## src/rtl/pbd_pkg.sv

```systemverilog
// Package for the packed raw Bayer demosaic block.
// Holds the payload structs, sizes and register codes shared by all rtl/ files.
// No dependencies.
`default_nettype none

package pbd_pkg;

    // Line store depth and the widths that follow from it.
    localparam int MAX_PAIRS_PER_ROW = 2048;
    localparam int COL_W             = $clog2(MAX_PAIRS_PER_ROW);
    localparam int WIDTH_W           = COL_W + 1;

    // Configuration register sizes.
    localparam int CFG_W             = 12;
    localparam int CMP_W             = (CFG_W > WIDTH_W) ? CFG_W : WIDTH_W;
    localparam logic [CFG_W-1:0] CFG_PAIRS_RESET = 12'd2048;

    // APB port geometry: one 32-bit register at byte address zero.
    localparam int APB_ADDR_W        = 3;
    localparam int APB_DATA_W        = 32;
    localparam logic REG_PAIRS_PER_ROW = 1'b0;

    // Nibble mask for the right sample's top bits.
    localparam logic [7:0] RIGHT_NIBBLE_MASK = 8'h0F;

    // Field widths.
    localparam int PIX_W             = 8;
    localparam int OUT_COL_W         = 11;

    typedef struct packed {
        logic [7:0] packed_byte_first;
        logic [7:0] packed_byte_middle;
        logic [7:0] packed_byte_last;
        logic       frame_start;
    } t_pbd_in;

    typedef struct packed {
        logic [PIX_W-1:0]     red;
        logic [PIX_W-1:0]     green_upper;
        logic [PIX_W-1:0]     green_lower;
        logic [PIX_W-1:0]     blue;
        logic [OUT_COL_W-1:0] pair_column;
    } t_pbd_out;

    // Raster position of the pair being accepted.
    typedef struct packed {
        logic             odd;
        logic [COL_W-1:0] col;
    } t_pbd_slot;

endpackage

`default_nettype wire

```

## src/rtl/pbd_raster_ctl.sv

```systemverilog
// Column and row parity tracking for the incoming pair stream.
// Depends on pbd_pkg for the slot struct and counter widths.
`default_nettype none

module pbd_raster_ctl
    import pbd_pkg::*;
(
    input  wire logic               i_clk,
    input  wire logic               i_rst_n,
    input  wire logic               i_accept,
    input  wire logic               i_frame_start,
    input  wire logic [WIDTH_W-1:0] i_row_pairs,
    output t_pbd_slot               o_slot
);

    logic [COL_W-1:0]   r_col;
    logic               r_odd;
    logic [COL_W-1:0]   n_col;
    logic               n_odd;
    logic [COL_W-1:0]   col_start;
    logic               odd_start;
    logic [WIDTH_W-1:0] col_next;

    // Frame start restarts the raster; a column past a lowered width ends the row.
    always_comb begin
        col_start = i_frame_start ? '0   : r_col;
        odd_start = i_frame_start ? 1'b0 : r_odd;
        if ({1'b0, col_start} >= i_row_pairs) begin
            o_slot.col = '0;
            o_slot.odd = ~odd_start;
        end else begin
            o_slot.col = col_start;
            o_slot.odd = odd_start;
        end
    end

    // Advance one column per transfer and wrap at the end of the row.
    assign col_next = {1'b0, o_slot.col} + WIDTH_W'(1);
    always_comb begin
        n_col = r_col;
        n_odd = r_odd;
        if (i_accept) begin
            if (col_next >= i_row_pairs) begin
                n_col = '0;
                n_odd = ~o_slot.odd;
            end else begin
                n_col = col_next[COL_W-1:0];
                n_odd = o_slot.odd;
            end
        end
    end

    always_ff @(posedge i_clk) begin
        if (!i_rst_n) begin
            r_col <= '0;
            r_odd <= 1'b0;
        end else begin
            r_col <= n_col;
            r_odd <= n_odd;
        end
    end

endmodule

`default_nettype wire

```

## config.mk

```make
export PLATFORM = sky130hd
export DESIGN_NAME = pbd_raster_ctl
export DESIGN_NICKNAME = d
export VERILOG_FILES = /design/src/rtl/pbd_pkg.sv /design/src/rtl/pbd_raster_ctl.sv
export SDC_FILE = /design/constraint.sdc
export NUM_CORES = 1
export LEC_CHECK = 0
export BUFFER_PORTS_ARGS = -buffer_cell sky130_fd_sc_hd__buf_4
export CORE_MARGIN = 4
export CORE_UTILIZATION = 55
export CTS_CLUSTER_DIAMETER = 150
export DETAILED_ROUTE_END_ITERATION = 6
export GPL_TIMING_DRIVEN = 0
export PLACE_DENSITY = 0.83
export SYNTH_ARGS = -nofsm -noshare
export SYNTH_HDL_FRONTEND = slang
export SYNTH_SLANG_ARGS = --single-unit
```

## constraint.sdc

```tcl
create_clock -name i_clk -period 11.08 [get_ports i_clk]
set_input_delay 0.554 -clock i_clk [delete_from_list [all_inputs] [get_ports i_clk]]
set_output_delay 0.554 -clock i_clk [all_outputs]
set_load 0.05 [all_outputs]
```

# Word level (Yosys, flattened, before mapping)
# Cells that the tools add are included.
[op_classes] order_cmp=2 addsub=1 n_bitwise=2 mux=5
[op_table] operator="two-way mux 11 bit" n=2
[op_table] operator="adder 11 x 1 -> 12 bit (second input constant)" n=1
[op_table] operator=">= comparator 11 x 12 -> 1 bit" n=1
[op_table] operator=">= comparator 12 bit" n=1
[op_table] operator="two-way mux 12 bit" n=1
[op_table] operator="two-way mux 1 bit" n=2
[op_table] operator="NOT 1 bit" n=2
[totals] ff_bits=12 wordCells=12 input_bits=16

# Depth between registers and ports, before layout
[depth] depth_word=6 ltp_mapped=17 ltp_nobuf=16

# Worst setup path after synthesis
# No wires, ideal clock.
[synth_path] path_kind="input to register" startpoint="in i_frame_start" endpoint="reg r_odd" stages=16 arrival_ns=4.530 setup_slack_ns=6.430 path_cell_list="clkbuf_1 > nor2b_1 > ha_1 > a211oi_2 > a2bb2oi_2 > o21ai_2 > a31o_2 > nor2_1 > ha_1 > nand2b_4 > a2111oi_2 > nor3_1 > o31a_2 > xnor2_1 > and3_1 > o31a_1"
[synth_lines] item="start, declared" line="pbd_raster_ctl.sv:11" source="input wire logic i_frame_start,"
[synth_lines] item="end signal, assigned" line="pbd_raster_ctl.sv:59" source="r_odd <= n_odd;"
[synth_lines] item="end, declared" line="pbd_raster_ctl.sv:17" source="logic r_odd;"

# Final worst setup path
[layout_path] startpoint="in i_frame_start" endpoint="reg r_odd"
[layout_between] elab_chain_cells=6 elab_cells_between_ends=9 cone_classes="add/sub (1); order compare (2); mux (4); bitwise (2)"
[layout_rtl] item="two-way mux 11 bit" line="pbd_raster_ctl.sv:26" source="col_start = i_frame_start ? '0 : r_col;"
[layout_rtl] item=">= comparator 11 x 12 -> 1 bit" line="pbd_raster_ctl.sv:28" source="if ({1'b0, col_start} >= i_row_pairs) begin"
[layout_rtl] item="two-way mux 12 bit *" line="pbd_raster_ctl.sv:28"
[layout_rtl] item="adder 11 x 1 -> 12 bit" line="pbd_raster_ctl.sv:38" source="assign col_next = {1'b0, o_slot.col} + WIDTH_W'(1);"
[layout_rtl] item=">= comparator 12 bit" line="pbd_raster_ctl.sv:43" source="if (col_next >= i_row_pairs) begin"
[layout_rtl] item="two-way mux 1 bit *" line="pbd_raster_ctl.sv:43"
# Mark *: on every way between the ends. The rest lies on a longest branch, timed or not.
# A chain may end at the register's enable or synchronous reset.

==> impl_metrics.yaml <==
run_status:
  status: "completed"
routing:
  met1_length_um: 1580
  postRouteAntennaNets: 0
  top_layer: "met4"
  drc: 0
  dr.pass1.iters: 4
  drt_iter0_drc: 50
  vias: 1546
  wl_met2_um: 1910
  wl_met3_um: 238
  avgViaCountPerCell: 6.02
  post_drt_wl_per_cell_um: 14.7
  drt_wl_total_um: 3790
floorplanning:
  die_area_um2: 3700
  fp.dieH_um: 60.9
  fp-row-count: 18
  core_um2: 2570
  start_util_pct: 59.8
  fp.dieW_um: 60.9
  io_pins: 28
clock_network:
  cts_tree: "built"
  cts_buffers: 3
  ctsHoldBuffers: 0
  clockBufferDepth: 2
  clock_sinks: 12
  cts_resized: 0
  clkLatencyLatePin_ns: 0.27
  cts_setup_buffers: 0
  clk_pin_slew_ns: 0.08
  root_buffer: "clkbuf_4"
  cts_max_level: 1
sta:
  fin_tns_setup_ns: 0
  rsz0062_at_grt: "no"
  holdWs_ns: 0.556
  finalHoldViolCount: 0
  worst_slew_pin_slew_ns: 0.439
  timing.final.crit_share_pct: 39.6
  final-setup-viol-count: 0
  fin_ws_ns: 6.69
  slew_headroom_pct: 70.7
  fmax_ghz: 0.228
  fin_skew_ns: 0.00106
  finalCriticalPeriod_ns: 4.39
  slew_violations: 0
min_path:
  hp-class: "reg2reg"
  hold-path-endpoint: "r_col[10]"
  whs_path_depth: 2
  min-delay-start: "r_col[10]"
grt:
  grt_antenna_before_repair: 0
  grtUsageTotal_pct: 22.6
  first_global_vias: 1515
  grt_pass1_wl_um: 6390
  grt_max_degree: 11
  overflow: 0
place:
  dp_slack_ns: 6.41
  post-dp-hpwl_um: 3100
  place_area_um2: 1770
  placed_cells: 253
  io_buffer_count: 26
  place_congestion: 0.855
setup_path:
  crit_chain: "buf_4 > clkbuf_1 > nor2b_1 > ha_1 > and4b_4 > nand2_1 > o21ai_2 > a311o_2 > clkbuf_1 > a21oi_1 > ha_1 > a211o_1 > a21oi_1 > o21ai_0 > o31a_2 > xnor2_1 > and3_1 > o31a_1"
  slowest_delay_ns: 0.39
  endpoint_kind: "flop"
  rr_endpoint: "r_odd"
  reg2reg_from: "r_col[9]"
  critPathKind: "in2reg"
  crit_arrival_ns: 4.56
  critical_path_peak_fanout: 10
  r2r_cells: 15
  critPathBufInv: 3
  required_ns: 11.25
  cp_slowest_cell: "clkbuf_1"
  start_kind: "input pin"
  path_delay_family: "compound AO/OA/AOI/OAI gates"
  r2r_setup_slack_ns: 6.99
  crit_start: "i_frame_start"
logic_synthesis:
  synth_edf_count: 0
  syn_nets: 236
  synth_area_leaders: "ha_1, dfxtp_1, nor2b_1, and3_1, nand2_1"
  synth_area_per_cell_um2: 7.80
  syn_inst: 197
  yosysWarnings: 0
  yosysTopAreaCell: "ha_1"
  async_flop_share_pct: 0
  synth_cell_types: 52
  synthesis.area_um2: 1540
  synthFlopType: "dfxtp_1"
  yosysTopAreaCellShare_pct: 18.7
  synth-seq-area-share_pct: 15.6
  ys_ff_latch: 12
finish:
  n_fill_cell: 220
  mostFrequentLayoutCells: "buf_4, ha_1, nand2_1, nor2_1, inv_1"
  stdcell_count: 257
  area_delta_synth_final_pct: 17.5
  fin_util_pct: 70.3
  stdcell_area_um2: 1810
  layout_commonest_cell: "buf_4"
  diodes: 0
  layout-drive-gt1-share_pct: 23.8
  finalNetCount: 267
power:
  intPower_uw: 74.4
  switchingPower_uw: 30.2
  leakagePower_nw: 0.857
  clockPowerShare_pct: 33.8
  pwr-share-seq_pct: 42.6
  power_uw: 105
  peakVddDrop_mv: 0.126
  switching_share_pct: 28.9
  p_comb_share_pct: 23.6
  power_density_nw_per_um2: 57.9
job:
  max_cap_violations: 0
-- state kept, by name, indices dropped and copies added, names as in the netlist --
name   flops
r_col     11
r_odd      1
-- worst min-delay path: stages, from the launching register on --
cell,delay (ns)
dfxtp_1,0.35
nand2_1,0.09
o21ai_1,0.07
-- power by group through the flow --
stage	clock [mW]	combinational, mW	sequential [mW]
6_report	0.0354	0.0247	0.0445
2_1_floorplan	0	0.0157	0.0452
5_1_grt	0.0383	0.0271	0.0447
3_5_place_dp	0	0.0245	0.0455
4_1_cts	0.0353	0.0247	0.0445
3_3_place_gp	0	0.0233	0.0454
-- synthesized netlist by cell type (2+ instances only) --
cell type and number:
a32oi_1 4, nor2_1 15, nor2b_1 12, nand2_1 15, nand4_1 5, o21a_1 3, or2_0 3, o21ai_1 8
dfxtp_1 12, nor3_1 4, clkbuf_1 5, nand2b_1 2, buf_2 2, and3_1 10, nand2_2 2, ha_1 23
inv_1 14, a22oi_1 3, or2_2 4, nand3_1 4, xnor2_1 3, a21oi_1 11, a2111oi_2 2, o21ai_0 3
-- logic make-up (layout without fill, tap and decap cells) --
group	Yosys count	count (layout)	share of synthesized area [%]
AO/OA/AOI/OAI	50	50	25.1
XOR/XNOR	4	4	2.28
AND/OR/NAND/NOR	87	87	33.0
buffers and inverters	21	51	5.29
flip-flops	12	12	15.6
adder cells (fa/ha/maj)	23	23	18.7
-- per-layer routing --
layer | up-vias | global-route usage, %
li1 | 781 | -
met1 | 716 | 26.8
met2 | 43 | 41.1
met3 | 6 | 4.47
met4 | 0 | 6.19
met5 | - | 0
-- final cells by class --
class	count	area [µm²]	share of cell area, %
inverters	14	52.6	2.91
plain buffers	7	28.8	1.59
flip-flops and latches	12	240	13.3
well taps	30	37.5	2.08
repair buffers	26	195	10.8
clock buffers	4	36.3	2.01
multi-input cells	164	1210	67.3
-- how the worst max path moves through the flow --
stage	end	slack, ns	cells past startpoint
floorplan	r_odd	6.43	16
global placement	r_odd	6.55	18
detailed placement	r_odd	6.41	17
CTS	r_odd	6.68	18
global route	r_odd	6.42	18
finish	r_odd	6.69	18
No activity file was read; power rests on OpenSTA's default activity.
