File: src/rtl/pbd_pkg.sv
// Package for the packed raw Bayer demosaic block.
// Holds the payload structs, sizes and register codes shared by all rtl/ files.
// No dependencies.
`default_nettype none

package pbd_pkg;

    // Line store depth and the widths that follow from it.
    localparam int MAX_PAIRS_PER_ROW = 2048;
    localparam int COL_W             = $clog2(MAX_PAIRS_PER_ROW);
    localparam int WIDTH_W           = COL_W + 1;

    // Configuration register sizes.
    localparam int CFG_W             = 12;
    localparam int CMP_W             = (CFG_W > WIDTH_W) ? CFG_W : WIDTH_W;
    localparam logic [CFG_W-1:0] CFG_PAIRS_RESET = 12'd2048;

    // APB port geometry: one 32-bit register at byte address zero.
    localparam int APB_ADDR_W        = 3;
    localparam int APB_DATA_W        = 32;
    localparam logic REG_PAIRS_PER_ROW = 1'b0;

    // Nibble mask for the right sample's top bits.
    localparam logic [7:0] RIGHT_NIBBLE_MASK = 8'h0F;

    // Field widths.
    localparam int PIX_W             = 8;
    localparam int OUT_COL_W         = 11;

    typedef struct packed {
        logic [7:0] packed_byte_first;
        logic [7:0] packed_byte_middle;
        logic [7:0] packed_byte_last;
        logic       frame_start;
    } t_pbd_in;

    typedef struct packed {
        logic [PIX_W-1:0]     red;
        logic [PIX_W-1:0]     green_upper;
        logic [PIX_W-1:0]     green_lower;
        logic [PIX_W-1:0]     blue;
        logic [OUT_COL_W-1:0] pair_column;
    } t_pbd_out;

    // Raster position of the pair being accepted.
    typedef struct packed {
        logic             odd;
        logic [COL_W-1:0] col;
    } t_pbd_slot;

endpackage

`default_nettype wire

File: src/rtl/pbd_cfg_regs.sv
// APB register file holding the row width, plus its clamped effective value.
// Depends on pbd_pkg for register codes and widths.
`default_nettype none

module pbd_cfg_regs
    import pbd_pkg::*;
(
    input  wire logic                  i_clk,
    input  wire logic                  i_rst_n,
    input  wire logic                  psel,
    input  wire logic                  penable,
    input  wire logic                  pwrite,
    input  wire logic [APB_ADDR_W-1:0] paddr,
    input  wire logic [APB_DATA_W-1:0] pwdata,
    output logic      [APB_DATA_W-1:0] prdata,
    output logic                       pready,
    output logic      [WIDTH_W-1:0]    o_row_pairs
);

    logic [CFG_W-1:0] r_pairs;
    logic [CFG_W-1:0] n_pairs;
    logic             hit;
    logic [CMP_W-1:0] pairs_ext;

    assign pready = 1'b1;
    assign hit    = (paddr[APB_ADDR_W-1] == REG_PAIRS_PER_ROW);

    // A write lands in the access cycle of the transfer.
    always_comb begin
        n_pairs = r_pairs;
        if (psel && penable && pwrite && hit) begin
            n_pairs = pwdata[CFG_W-1:0];
        end
    end

    always_ff @(posedge i_clk) begin
        if (!i_rst_n) begin
            r_pairs <= CFG_PAIRS_RESET;
        end else begin
            r_pairs <= n_pairs;
        end
    end

    // Read back the raw register value.
    assign prdata = hit ? APB_DATA_W'(r_pairs) : '0;

    // Zero acts as one pair; anything above the line store depth acts as the depth.
    assign pairs_ext = CMP_W'(r_pairs);
    always_comb begin
        priority if (pairs_ext == '0) begin
            o_row_pairs = WIDTH_W'(1);
        end else if (pairs_ext > CMP_W'(MAX_PAIRS_PER_ROW)) begin
            o_row_pairs = WIDTH_W'(MAX_PAIRS_PER_ROW);
        end else begin
            o_row_pairs = WIDTH_W'(pairs_ext);
        end
    end

endmodule

`default_nettype wire

File: config.mk
export PLATFORM = sky130hd
export DESIGN_NAME = pbd_cfg_regs
export DESIGN_NICKNAME = d
export VERILOG_FILES = /design/src/rtl/pbd_pkg.sv /design/src/rtl/pbd_cfg_regs.sv
export SDC_FILE = /design/constraint.sdc
export NUM_CORES = 1
export LEC_CHECK = 0
export BUFFER_PORTS_ARGS = -buffer_cell sky130_fd_sc_hd__buf_2
export CORE_ASPECT_RATIO = 0.8
export CORE_MARGIN = 3
export CORE_UTILIZATION = 35
export CTS_BUF_LIST = sky130_fd_sc_hd__clkbuf_16
export DETAILED_ROUTE_END_ITERATION = 8
export GPL_TIMING_DRIVEN = 0
export HOLD_SLACK_MARGIN = 0.02
export PLACE_DENSITY = 0.88
export RECOVER_POWER = 50
export SYNTH_ARGS = -nofsm -noshare
export SYNTH_HDL_FRONTEND = slang
export SYNTH_SLANG_ARGS = --single-unit
File: constraint.sdc
create_clock -name i_clk -period 1.52 [get_ports i_clk]
set_input_delay 0.152 -clock i_clk [delete_from_list [all_inputs] [get_ports i_clk]]
set_output_delay 0.152 -clock i_clk [all_outputs]
set_load 0.005 [all_outputs]
Yosys cells after proc, flatten, opt, wreduce, memory -nomap -nowiden:

Cells that the tools add are included.

* input port bits: 40
* flip-flop bits (word level): 12
* output and inout bits: 45

* reductions and logical operators: 4
* bitwise gates (word level): 1
* multiplexer cells: 3
* magnitude comparators: 1

Operator list (number)
* 2-to-1 mux 12 bit: 3
* > comparator 12 bit (second input constant): 1
* logical NOT 12 bit: 1
* logical AND 1 bit: 3
* inverter 1 bit: 1

Longest topological paths before layout:

Gate-level depths: netlist (run 1).

* depth after elaboration: 3
* gate-level depth with buffers: 4
* mapped depth without buffers: 3

Least setup slack after synthesis (run 1):

Ideal clock, no wire load.

* path kind: register -> output
* start: register r_pairs[11], in the netlist pairs_ext[11]
* end: output port prdata[11]
* data arrival time: 811 ps
* path slack: 557 ps
* cell stages (with the launch flop): 3
* buffers on the path: 1
* cell sequence: dfxtp_1 > clkbuf_1 > and2b_2

* longest elaborated chain between the ends: 1

Ends and longest elaborated chain
* start: declaration: RTL line pbd_cfg_regs.sv:20 `logic [CFG_W-1:0] r_pairs;`
* start signal: assignment: RTL line pbd_cfg_regs.sv:40 `r_pairs <= n_pairs;`
* 2-to-1 mux 12 bit: RTL line pbd_cfg_regs.sv:45 `assign prdata = hit ? APB_DATA_W'(r_pairs) : '0;`
* end: declaration: RTL line pbd_cfg_regs.sv:15 `output logic [APB_DATA_W-1:0] prdata,`

Every way passes these cells.

Worst setup path after layout (run 1):

* start: register r_pairs[1], in the netlist pairs_ext[1]
* end: output port o_row_pairs[0]

* longest elaborated chain between the ends: 3
* elaborated cells on any way between the ends: 4
* classes of those cells: 1 x order compare; 2 x mux; 1 x reduce/logical

Ends and longest elaborated chain
* > comparator 12 bit: RTL line pbd_cfg_regs.sv:52 `end else if (pairs_ext > CMP_W'(MAX_PAIRS_PER_ROW)) begin`
* 2-to-1 mux 12 bit: RTL line pbd_cfg_regs.sv:52
* 2-to-1 mux 12 bit (*): RTL line pbd_cfg_regs.sv:50 `priority if (pairs_ext == '0) begin`
* end: declaration: RTL line pbd_cfg_regs.sv:17 `output logic [WIDTH_W-1:0] o_row_pairs`

Mark *: on every way between the ends. The rest lies on a longest branch, timed or not.

==> summary.txt, run 1 <==
Die
  • Row count: 15
  • Core area: 2210 um2
  • Die ar.: roughly 3000 um2
  • I/O pin total: 85
  • Width of the die: a little over 60 um
  • Initial Util: 0.378
  • Chip height: between 40 and 50 um

Layout
  • Share of layout cells above drive strength 1: 0.418
  • P&R area growth vs syn: 44.1%
  • Final net count: 211
  • Number of flip-flops under the largest register name: 12
  • Ant. Diodes: 0
  • Layout fillers: between 200 and 250

CTS
  • Clock latency on the worst-skew pair: 0.24 ns
  • Clk slew on worst S/H paths: around 0.04 ns
  • Clk sinks: 12
  • Worst-case clock buffer depth: 2
  • CTS tree: done
  • CTS root buffer: clkbuf_16
  • # hold bufs at CTS: 0
  • H-tree depth: 1
  • CTS Buf Count: 3

Pwr
  • Clock share of power: 0.516
  • Combinational fraction of design power: 0.139
  • Switch share: 0.218
  • Sw power: 208 uW
  • Internal cell power: roughly 750 uW
  • Peak supply drop: approximately 0.31 mV
  • Pwr Density: between 700 and 800 nW/um2
  • Flop pwr share: 0.345
  • Pleak: between 0.0006 and 0.0007 uW

Detailed routing
  • DR pass1 iterations: 4
  • Final WL: just over 2000 um
  • Initial DRC Count: 16
  • Via count: about 800
  • # DRC: 0
  • Final ANT Viol Nets: 0
  • Via density: 4.19
  • Drt wl/cell: about 10 um

Placement
  • GPL Wtd Cong: 0.743
  • Post-placement setup slack: about 0.34 ns
  • Port buffer count: 41
  • Hpwl dp: between 1500 and 2000 um

Logic synthesis
  • Part of the Yosys area used for sequential elements: 0.287
  • Yosys warns: 0
  • Unique cell type count in the Yosys netlist: 17
  • Avg Inst Size Synth: between 7 and 8 um2
  • Area of the mapped netlist: 837 um2
  • Cells after synthesis: between 100 and 150
  • #FFs+latches synth: 12

Run status
  • Outcome: complete, no violations

Critical path
  • CP cell instances: nor4_1 -> a31oi_1 -> nor2_1 -> buf_2
  • Crit end category: primary output
  • Buffers & Inverters on Critical Path: 1
  • CP startpoint kind: register
  • CP required: between 1 and 1.5 ns
  • CP arrival: 1.24 ns
  • Critical-path maximum fanout: 4
  • Critical Path Max Stage Delay: roughly 0.32 ns
  • CP Class: register to primary output
  • Crit-path slowest cell: dfxtp_1
  • Top Family by Delay on Critical Path: simple AND/OR/NAND/NOR gates

Global route
  • Vias in the first global route: about 670
  • Largest net degree at the start of global routing: 11
  • First-pass GRT wire length: just under 3000 um
  • Total global routing overflow: 0
  • Initial antenna violation count: 0
  • Total track usage: 0.136

Run
  • Max-capacitance violation count: 0

Timing
  • Tmin final: approximately 1.4 ns
  • Final cycle utilization of the critical path: 0.914
  • Fmax: a little over 700 MHz
  • Post-route setup slack: approximately 0.13 ns
  • RSZ-0062 raised after global routing: false
  • Final setup fails: 0
  • Worst Clk Skew: 0 ns
  • Final hold violations: 0
  • Slew Limit Fails: 0
  • Final TNS setup: 0 ns

Hold path
  • Hold crit path type: input pin to register
layout make-up:
cell class	instances	area (um2)	share of cell area
clock inverter	1	3.75	0.00311
multi-input combinational	86	468	0.388
buffer	27	189	0.157
tap	25	31.3	0.0259
sequential	12	240	0.199
clock buffer	3	75.1	0.0622
timing repair buffer	41	199	0.165
stage by stage:
step	hold slack (ns)	util	total power (uW)	std cells	area, um2
6_report	0.155	0.545	954	195	1210
5_1_grt	0.159	0.545	995	195	1210
4_1_cts	0.153	0.553	958	195	1220
3_5_place_dp	0.381	0.517	468	191	1140
3_3_place_gp	0.377	0.517	464	191	1140
2_1_floorplan	0.276	-	428	125	908
cells by family after synthesis:
logic type / count (synthesis) / share of synthesized area
simple gates: 53 / 0.332
buf+inv: 27 / 0.226
other cells: 2 / 0.00897
compound gates: 12 / 0.146
flops: 12 / 0.287
synth_stat cells:
library cell | count | area (um2)
a21boi_0 | 2 | 15.0
dfxtp_1 | 12 | 240
clkbuf_1 | 4 | 15.0
nand2_1 | 24 | 90.1
nor2_1 | 2 | 7.51
nand3_1 | 1 | 5.00
and4b_2 | 1 | 11.3
buf_2 | 1 | 5.00
and2b_2 | 2 | 17.5
buf_4 | 21 | 158
nand4b_1 | 1 | 8.76
nor2b_1 | 20 | 125
conb_1 | 2 | 7.51
buf_6 | 1 | 11.3
nor4_1 | 2 | 12.5
a31oi_1 | 1 | 6.26
a21boi_2 | 9 | 101
tightest hold or removal path, stage by stage:
cell and delay, ns:
buf_2 0.09, nand2_1 0.06, a21boi_2 0.04
path summary, 6_finish.rpt:
check | from | to | slack (ns) | depth (start not counted)
min reg2reg | pairs_ext[0] | pairs_ext[0] | 0.48 | 2
min | pwdata[9] | pairs_ext[9] | 0.15 | 3
max reg2reg | pairs_ext[11] | pairs_ext[11] | 0.67 | 3
max | pairs_ext[1] | o_row_pairs[0] | 0.13 | 4
routing by layer:
metal	share of wire	GRT usage	vias up	routed length (um)
met5	0	0	-	0
met4	0.039	0.101	0	79
met3	0.13	0.0471	7	256
met2	0.48	0.231	46	965
met1	0.36	0.131	343	724
li1	-	-	421	-
layout by cell type, fill, tap and decap left out, types with 3 or more instances in the layout:
cell       instances
a21boi_2           6
dfxtp_1           12
nor2b_1           20
a21boi_0           5
buf_4             21
conb_1            21
clkbuf_16          3
nand2_1           24
clkbuf_1           9
buf_2             35
power by group through the flow:
| stage | registers (uW) | clock network (uW) | logic [uW] |
|---|---|---|---|
| 3_3_place_gp | 335 | 0 | 130 |
| 6_report | 330 | 492 | 133 |
| 2_1_floorplan | 333 | 0 | 94.5 |
| 5_1_grt | 331 | 516 | 148 |
| 3_5_place_dp | 335 | 0 | 132 |
| 4_1_cts | 329 | 495 | 134 |
repair_timing:
action / in CTS / in global routing
setup endpoints to repair: 0 / 1
hold endpoints to repair: 0 / 0
setup buffers: 0 / 0
resized for setup: 0 / 2
Power figures use the tool's default switching activity.
==> inputs of run 2 (changes only) <==
--- a/config.mk
+++ b/config.mk
@@ -15,6 +15,7 @@
 export HOLD_SLACK_MARGIN = 0.02
 export PLACE_DENSITY = 0.88
 export RECOVER_POWER = 50
+export REMOVE_ABC_BUFFERS = 1
 export SYNTH_ARGS = -nofsm -noshare
 export SYNTH_HDL_FRONTEND = slang
 export SYNTH_SLANG_ARGS = --single-unit
==> run 2 against run 1 <==
  * Clock power fell by 5.1%
  * Global-route usage fell by 1.8 points
  * Fmax fell by 1.3%
  * Critical path type unchanged
  * Critical endpoint unchanged
==> summary.txt, run 2 (synthesized netlist as in run 1, its figures left out) <==
Layout
  • Share of layout cells above drive strength 1: 0.310 (was 0.418)
  • Ant. Diodes: 0 (unchanged)
  • Cell area after layout: 1010 um2 (was 1210 um2)
  • Final core occ: 0.456 (was 0.545)
  • Commonest non-fill, non-tap cell in the layout: buf_2 (unchanged)
  • P&R area growth vs syn: 20.8% (was 44.1%)
  • Number of flip-flops under the largest register name: 12 (unchanged)
  • Final net count: 184 (was 211)
  • Layout fillers: 242 (was 227)
  • Most frequent cells in the layout: buf_2 (30), nand2_1 (24), conb_1 (21) (was buf_2 (35), nand2_1 (24), buf_4 (21), conb_1 (21), nor2b_1 (20))

Critical path
  • CP Class: register to primary output (unchanged)
  • Critical Path Max Stage Delay: 0.33 ns (was 0.32 ns)
  • Crit end category: primary output (unchanged)
  • Worst Setup SP: pairs_ext[5] (was pairs_ext[1])
  • CP cell instances: nor4_1 -> a31oi_1 -> nor2_1 -> buf_2 (unchanged)
  • CP required: 1.37 ns (about the same)
  • Crit-path slowest cell: nor4_1 (was dfxtp_1)
  • Critical-path maximum fanout: 4 (unchanged)
  • Buffers & Inverters on Critical Path: 1 (unchanged)
  • Reg2reg start: pairs_ext[11] (unchanged)
  • CP arrival: 1.25 ns (was 1.24 ns)
  • Top Family by Delay on Critical Path: simple AND/OR/NAND/NOR gates (unchanged)
  • CP startpoint kind: register (unchanged)

CTS
  • H-tree depth: 1 (unchanged)
  • Clk slew on worst S/H paths: 0.04 ns (about the same)
  • CTS tree: done (unchanged)
  • PostCTS Resize Cnt: 0 (unchanged)
  • CTS Buf Count: 3 (unchanged)
  • # hold bufs at CTS: 0 (unchanged)
  • Clock latency on the worst-skew pair: 0.24 ns (about the same)
  • Clk sinks: 12 (unchanged)
  • Setup repair bufs after CTS: 0 (unchanged)
  • CTS root buffer: clkbuf_16 (unchanged)
  • Worst-case clock buffer depth: 2 (unchanged)

Hold path
  • Hold crit path type: input pin to register (unchanged)
  • Hold Startpoint: pwdata[11] (was pwdata[9])

Timing
  • Final TNS setup: 0 ns (unchanged)
  • Least-Margin Pin Slew: roughly 0.55 ns
  • Worst Clk Skew: 0 ns (unchanged)
  • Final cycle utilization of the critical path: 0.926 (was 0.914)
  • Final setup fails: 0 (unchanged)
  • Post-route setup slack: 0.113 ns (was 0.131 ns)
  • Final hold violations: 0 (unchanged)
  • Slew Limit Fails: 0 (unchanged)
  • Tmin final: 1.41 ns (was 1.39 ns)
  • Slew HR: 0.628
  • RSZ-0062 raised after global routing: false (unchanged)
  • Fmax: 711 MHz (was 720 MHz)

Global route
  • First-pass GRT wire length: 2640 um (was 2950 um)
  • Met2 Usage GRT: 0.171 (was 0.231)
  • Largest net degree at the start of global routing: 15 (was 11)
  • Layer with the highest usage: met2 (unchanged)
  • Total global routing overflow: 0 (unchanged)
  • Met1 Usage GRT: 0.156 (was 0.131)
  • Vias in the first global route: 589 (was 665)
  • Grt met3 use: 0.0628 (was 0.0471)
  • Initial antenna violation count: 0 (unchanged)
  • Total track usage: 0.118 (was 0.136)

Pwr
  • Pwr Density: 873 nW/um2 (was 791 nW/um2)
  • Peak supply drop: 0.786 mV (was 0.308 mV)
  • Pleak: 0.000457 uW (was 0.000611 uW)

Detailed routing
  • Via count: 703 (was 817)
  • Final WL: 1730 um (was 2030 um)
  • Initial DRC Count: 12 (was 16)
  • # DRC: 0 (unchanged)
  • DR pass1 iterations: 4 (unchanged)
  • Final ANT Viol Nets: 0 (unchanged)
  • Via density: 4.21 (was 4.19)
  • Drt wl/cell: 10.3 um (was 10.4 um)

Placement
  • GPL Wtd Cong: 0.675 (was 0.743)
  • Dpl cell area: 956 um2 (was 1140 um2)
  • Post-placement setup slack: 0.191 ns (was 0.338 ns)
  • Port buffer count: 41 (unchanged)
  • Hpwl dp: 1340 um (was 1580 um)

Die
  • Width of the die: 60.7 um (unchanged)
  • Die ar.: 3020 um2 (unchanged)
  • Core area: 2210 um2 (unchanged)
  • Chip height: 49.7 um (unchanged)
  • I/O pin total: 85 (unchanged)
  • Initial Util: 0.378 (unchanged)
  • Row count: 15 (unchanged)

Run status
  • Outcome: complete, no violations (unchanged)

Run
  • Max-capacitance violation count: 0 (unchanged)
-- run 2: through the flow --
stage	std cells	power [uW]	hold slack, ns
floorplan	98	380	0.224
global placement	164	422	0.367
detailed placement	164	423	0.373
CTS	167	901	0.127
global route	167	929	0.150
finish	167	882	0.130
-- run 2: where the power goes --
group / internal [uW] / switching (uW) / total [uW]
clock: 342 / 125 / 467
combinational: 39.3 / 44.4 / 83.7
sequential: 323 / 8.67 / 332
-- run 2: final cells by class --
| type | count | area [um2] | share of cell area |
|---|---|---|---|
| clock buffer | 3 | 75.1 | 0.0743 |
| sequential | 12 | 240 | 0.238 |
| timing repair buffer | 41 | 193 | 0.191 |
| multi-input combinational | 86 | 472 | 0.467 |
| tap | 25 | 31.3 | 0.0309 |
-- run 2: worst min-delay path, stage by stage --
cell     delay (ns)
buf_2          0.07
nand2_1        0.04
nand3_1        0.07
-- run 2: path summary, 6_finish.rpt --
check | end | slack [ns] | cells past startpoint
worst max-delay path | o_row_pairs[0] | 0.11 | 4
worst min-delay path | pairs_ext[11] | 0.13 | 3
worst min register to register | pairs_ext[2] | 0.49 | 2
worst max register to register | pairs_ext[11] | 0.66 | 2
-- run 2: metal layers --
| metal | wire length, um | share of wire | vias to the layer above |
|---|---|---|---|
| met3 | 194 | 0.11 | 0 |
| met1 | 770 | 0.45 | 300 |
| met5 | 0 | 0 | - |
| li1 | - | - | 363 |
| met2 | 762 | 0.44 | 40 |
| met4 | 0 | 0 | 0 |
==> inputs of run 3 (changes only) <==
--- a/config.mk
+++ b/config.mk
@@ -13,6 +13,7 @@
 export DETAILED_ROUTE_END_ITERATION = 8
 export GPL_TIMING_DRIVEN = 0
 export HOLD_SLACK_MARGIN = 0.02
+export MAX_ROUTING_LAYER = met4
 export PLACE_DENSITY = 0.88
 export RECOVER_POWER = 50
 export REMOVE_ABC_BUFFERS = 1
==> run 3 against run 2 <==
  * Fmax hardly changed
  * Largest power group unchanged
  * Final cell count stayed put
  * Combinational power hardly changed
  * Largest cell class unchanged
  * Clock power hardly changed
  * First-iteration DRC count stayed put
  * Critical endpoint unchanged
  * Critical path type unchanged
==> summary.txt, run 3 (synthesized netlist as in run 1, its figures left out) <==
Run status
  • Outcome: complete, no violations (unchanged)

Critical path
  • CP required: 1.37 ns (about the same)
  • CP arrival: 1.25 ns (about the same)
  • CP startpoint kind: register (unchanged)
  • CP Class: register to primary output (unchanged)
  • Crit-path slowest cell: nor4_1 (unchanged)
  • Top Family by Delay on Critical Path: simple AND/OR/NAND/NOR gates (unchanged)
  • Critical-path maximum fanout: 4 (unchanged)
  • Critical Path Max Stage Delay: 0.33 ns (about the same)
  • CP cell instances: nor4_1 -> a31oi_1 -> nor2_1 -> buf_2 (unchanged)
  • Buffers & Inverters on Critical Path: 1 (unchanged)
  • Crit end category: primary output (unchanged)

Timing
  • Final cycle utilization of the critical path: 0.926 (about the same)
  • Worst Clk Skew: 0 ns (unchanged)
  • Final TNS setup: 0 ns (unchanged)
  • Tmin final: 1.41 ns (about the same)
  • Final setup fails: 0 (unchanged)
  • Slew HR: 0.627 (was 0.628)
  • RSZ-0062 raised after global routing: false (unchanged)
  • Slew Limit Fails: 0 (unchanged)
  • Fmax: 711 MHz (about the same)
  • Least-Margin Pin Slew: 0.556 ns (was 0.555 ns)
  • Final hold violations: 0 (unchanged)

Die
  • Core area: 2210 um2 (unchanged)
  • Initial Util: 0.378 (unchanged)
  • Die ar.: 3020 um2 (unchanged)
  • Row count: 15 (unchanged)
  • Chip height: 49.7 um (unchanged)
  • Width of the die: 60.7 um (unchanged)
  • I/O pin total: 85 (unchanged)

Layout
  • Most frequent cells in the layout: buf_2 (30), nand2_1 (24), conb_1 (21) (unchanged)
  • Final core occ: 0.456 (unchanged)
  • Ant. Diodes: 0 (unchanged)
  • Number of flip-flops under the largest register name: 12 (unchanged)
  • Non-Filler Instances: 167 (unchanged)
  • Commonest non-fill, non-tap cell in the layout: buf_2 (unchanged)
  • P&R area growth vs syn: 20.8% (unchanged)
  • Final net count: 184 (unchanged)
  • Share of layout cells above drive strength 1: 0.310 (unchanged)

CTS
  • H-tree depth: 1 (unchanged)
  • CTS Buf Count: 3 (unchanged)
  • Clk slew on worst S/H paths: 0.04 ns (about the same)
  • Worst-case clock buffer depth: 2 (unchanged)
  • CTS root buffer: clkbuf_16 (unchanged)
  • PostCTS Resize Cnt: 0 (unchanged)
  • # hold bufs at CTS: 0 (unchanged)
  • Setup repair bufs after CTS: 0 (unchanged)
  • Clock latency on the worst-skew pair: 0.24 ns (about the same)
  • CTS tree: done (unchanged)
  • Clk sinks: 12 (unchanged)

Global route
  • First-pass GRT wire length: 2640 um (unchanged)
  • Total global routing overflow: 0 (unchanged)
  • Total track usage: 0.121 (was 0.118)
  • Vias in the first global route: 588 (was 589)
  • Largest net degree at the start of global routing: 15 (unchanged)
  • Initial antenna violation count: 0 (unchanged)

Run
  • Max-capacitance violation count: 0 (unchanged)

Placement
  • Port buffer count: 41 (unchanged)
  • Post-Place Cells: 164 (unchanged)
  • Hpwl dp: 1340 um (unchanged)
  • GPL Wtd Cong: 0.682 (was 0.675)

Hold path
  • Hold crit path type: input pin to register (unchanged)

Detailed routing
  • Final WL: 1730 um (unchanged)
  • Drt wl/cell: 10.3 um (unchanged)
  • DR pass1 iterations: 4 (unchanged)
  • Via density: 4.21 (unchanged)
  • Via count: 703 (unchanged)
  • Final ANT Viol Nets: 0 (unchanged)
  • Initial DRC Count: 12 (unchanged)
  • # DRC: 0 (unchanged)

Pwr
  • Pleak: 0.000457 uW (unchanged)
  • Peak supply drop: 0.786 mV (about the same)
  • Pwr Density: 873 nW/um2 (about the same)
==> run 3: cell type report <==
cell class / instances / area (um2)
Timing Repair Buffer: 41 / 193
Clock buffer: 3 / 75.1
Sequential cell: 12 / 240
Multi-Input combinational cell: 86 / 472
Fill cell: 242 / 1200
Tap cell: 25 / 31.3
==> run 3: tightest hold or removal path, stage by stage <==
cell     delay (ns)
buf_2          0.07
nand2_1        0.04
nand3_1        0.07
==> run 3: power by group <==
group	internal (uW)	switching [uW]
clock network	342	125
logic	39.3	44.4
registers	323	8.67
total	704	178
==> run 3: worst paths after layout <==
path | start | end | slack [ns] | depth (start not counted)
hold reg to reg | pairs_ext[2] | pairs_ext[2] | 0.49 | 2
setup / recovery | pairs_ext[5] | o_row_pairs[0] | 0.11 | 4
hold / removal | pwdata[11] | pairs_ext[11] | 0.13 | 3
setup reg to reg | pairs_ext[11] | pairs_ext[11] | 0.66 | 2
==> run 3: metrics by stage <==
stage | total power (uW) | cell area, um2 | worst slack, ns | hold slack [ns]
final | 882 | 1010 | 0.113 | 0.130
after global routing | 929 | 1010 | 0.0105 | 0.150
after CTS | 901 | 1030 | 0.0813 | 0.127
after detailed placement | 423 | 956 | 0.191 | 0.373
after global placement | 422 | 956 | 0.230 | 0.367
after floorplan | 380 | 719 | 0.596 | 0.224
==> run 3: metal layers <==
layer | wire, um | part of all wire | vias to the layer above | GRT usage
li1 | - | - | 363 | -
met1 | 786 | 0.46 | 300 | 0.161
met2 | 763 | 0.44 | 40 | 0.171
met3 | 177 | 0.10 | 0 | 0.0550
met4 | 0 | 0 | 0 | 0.0217
met5 | 0 | 0 | - | -
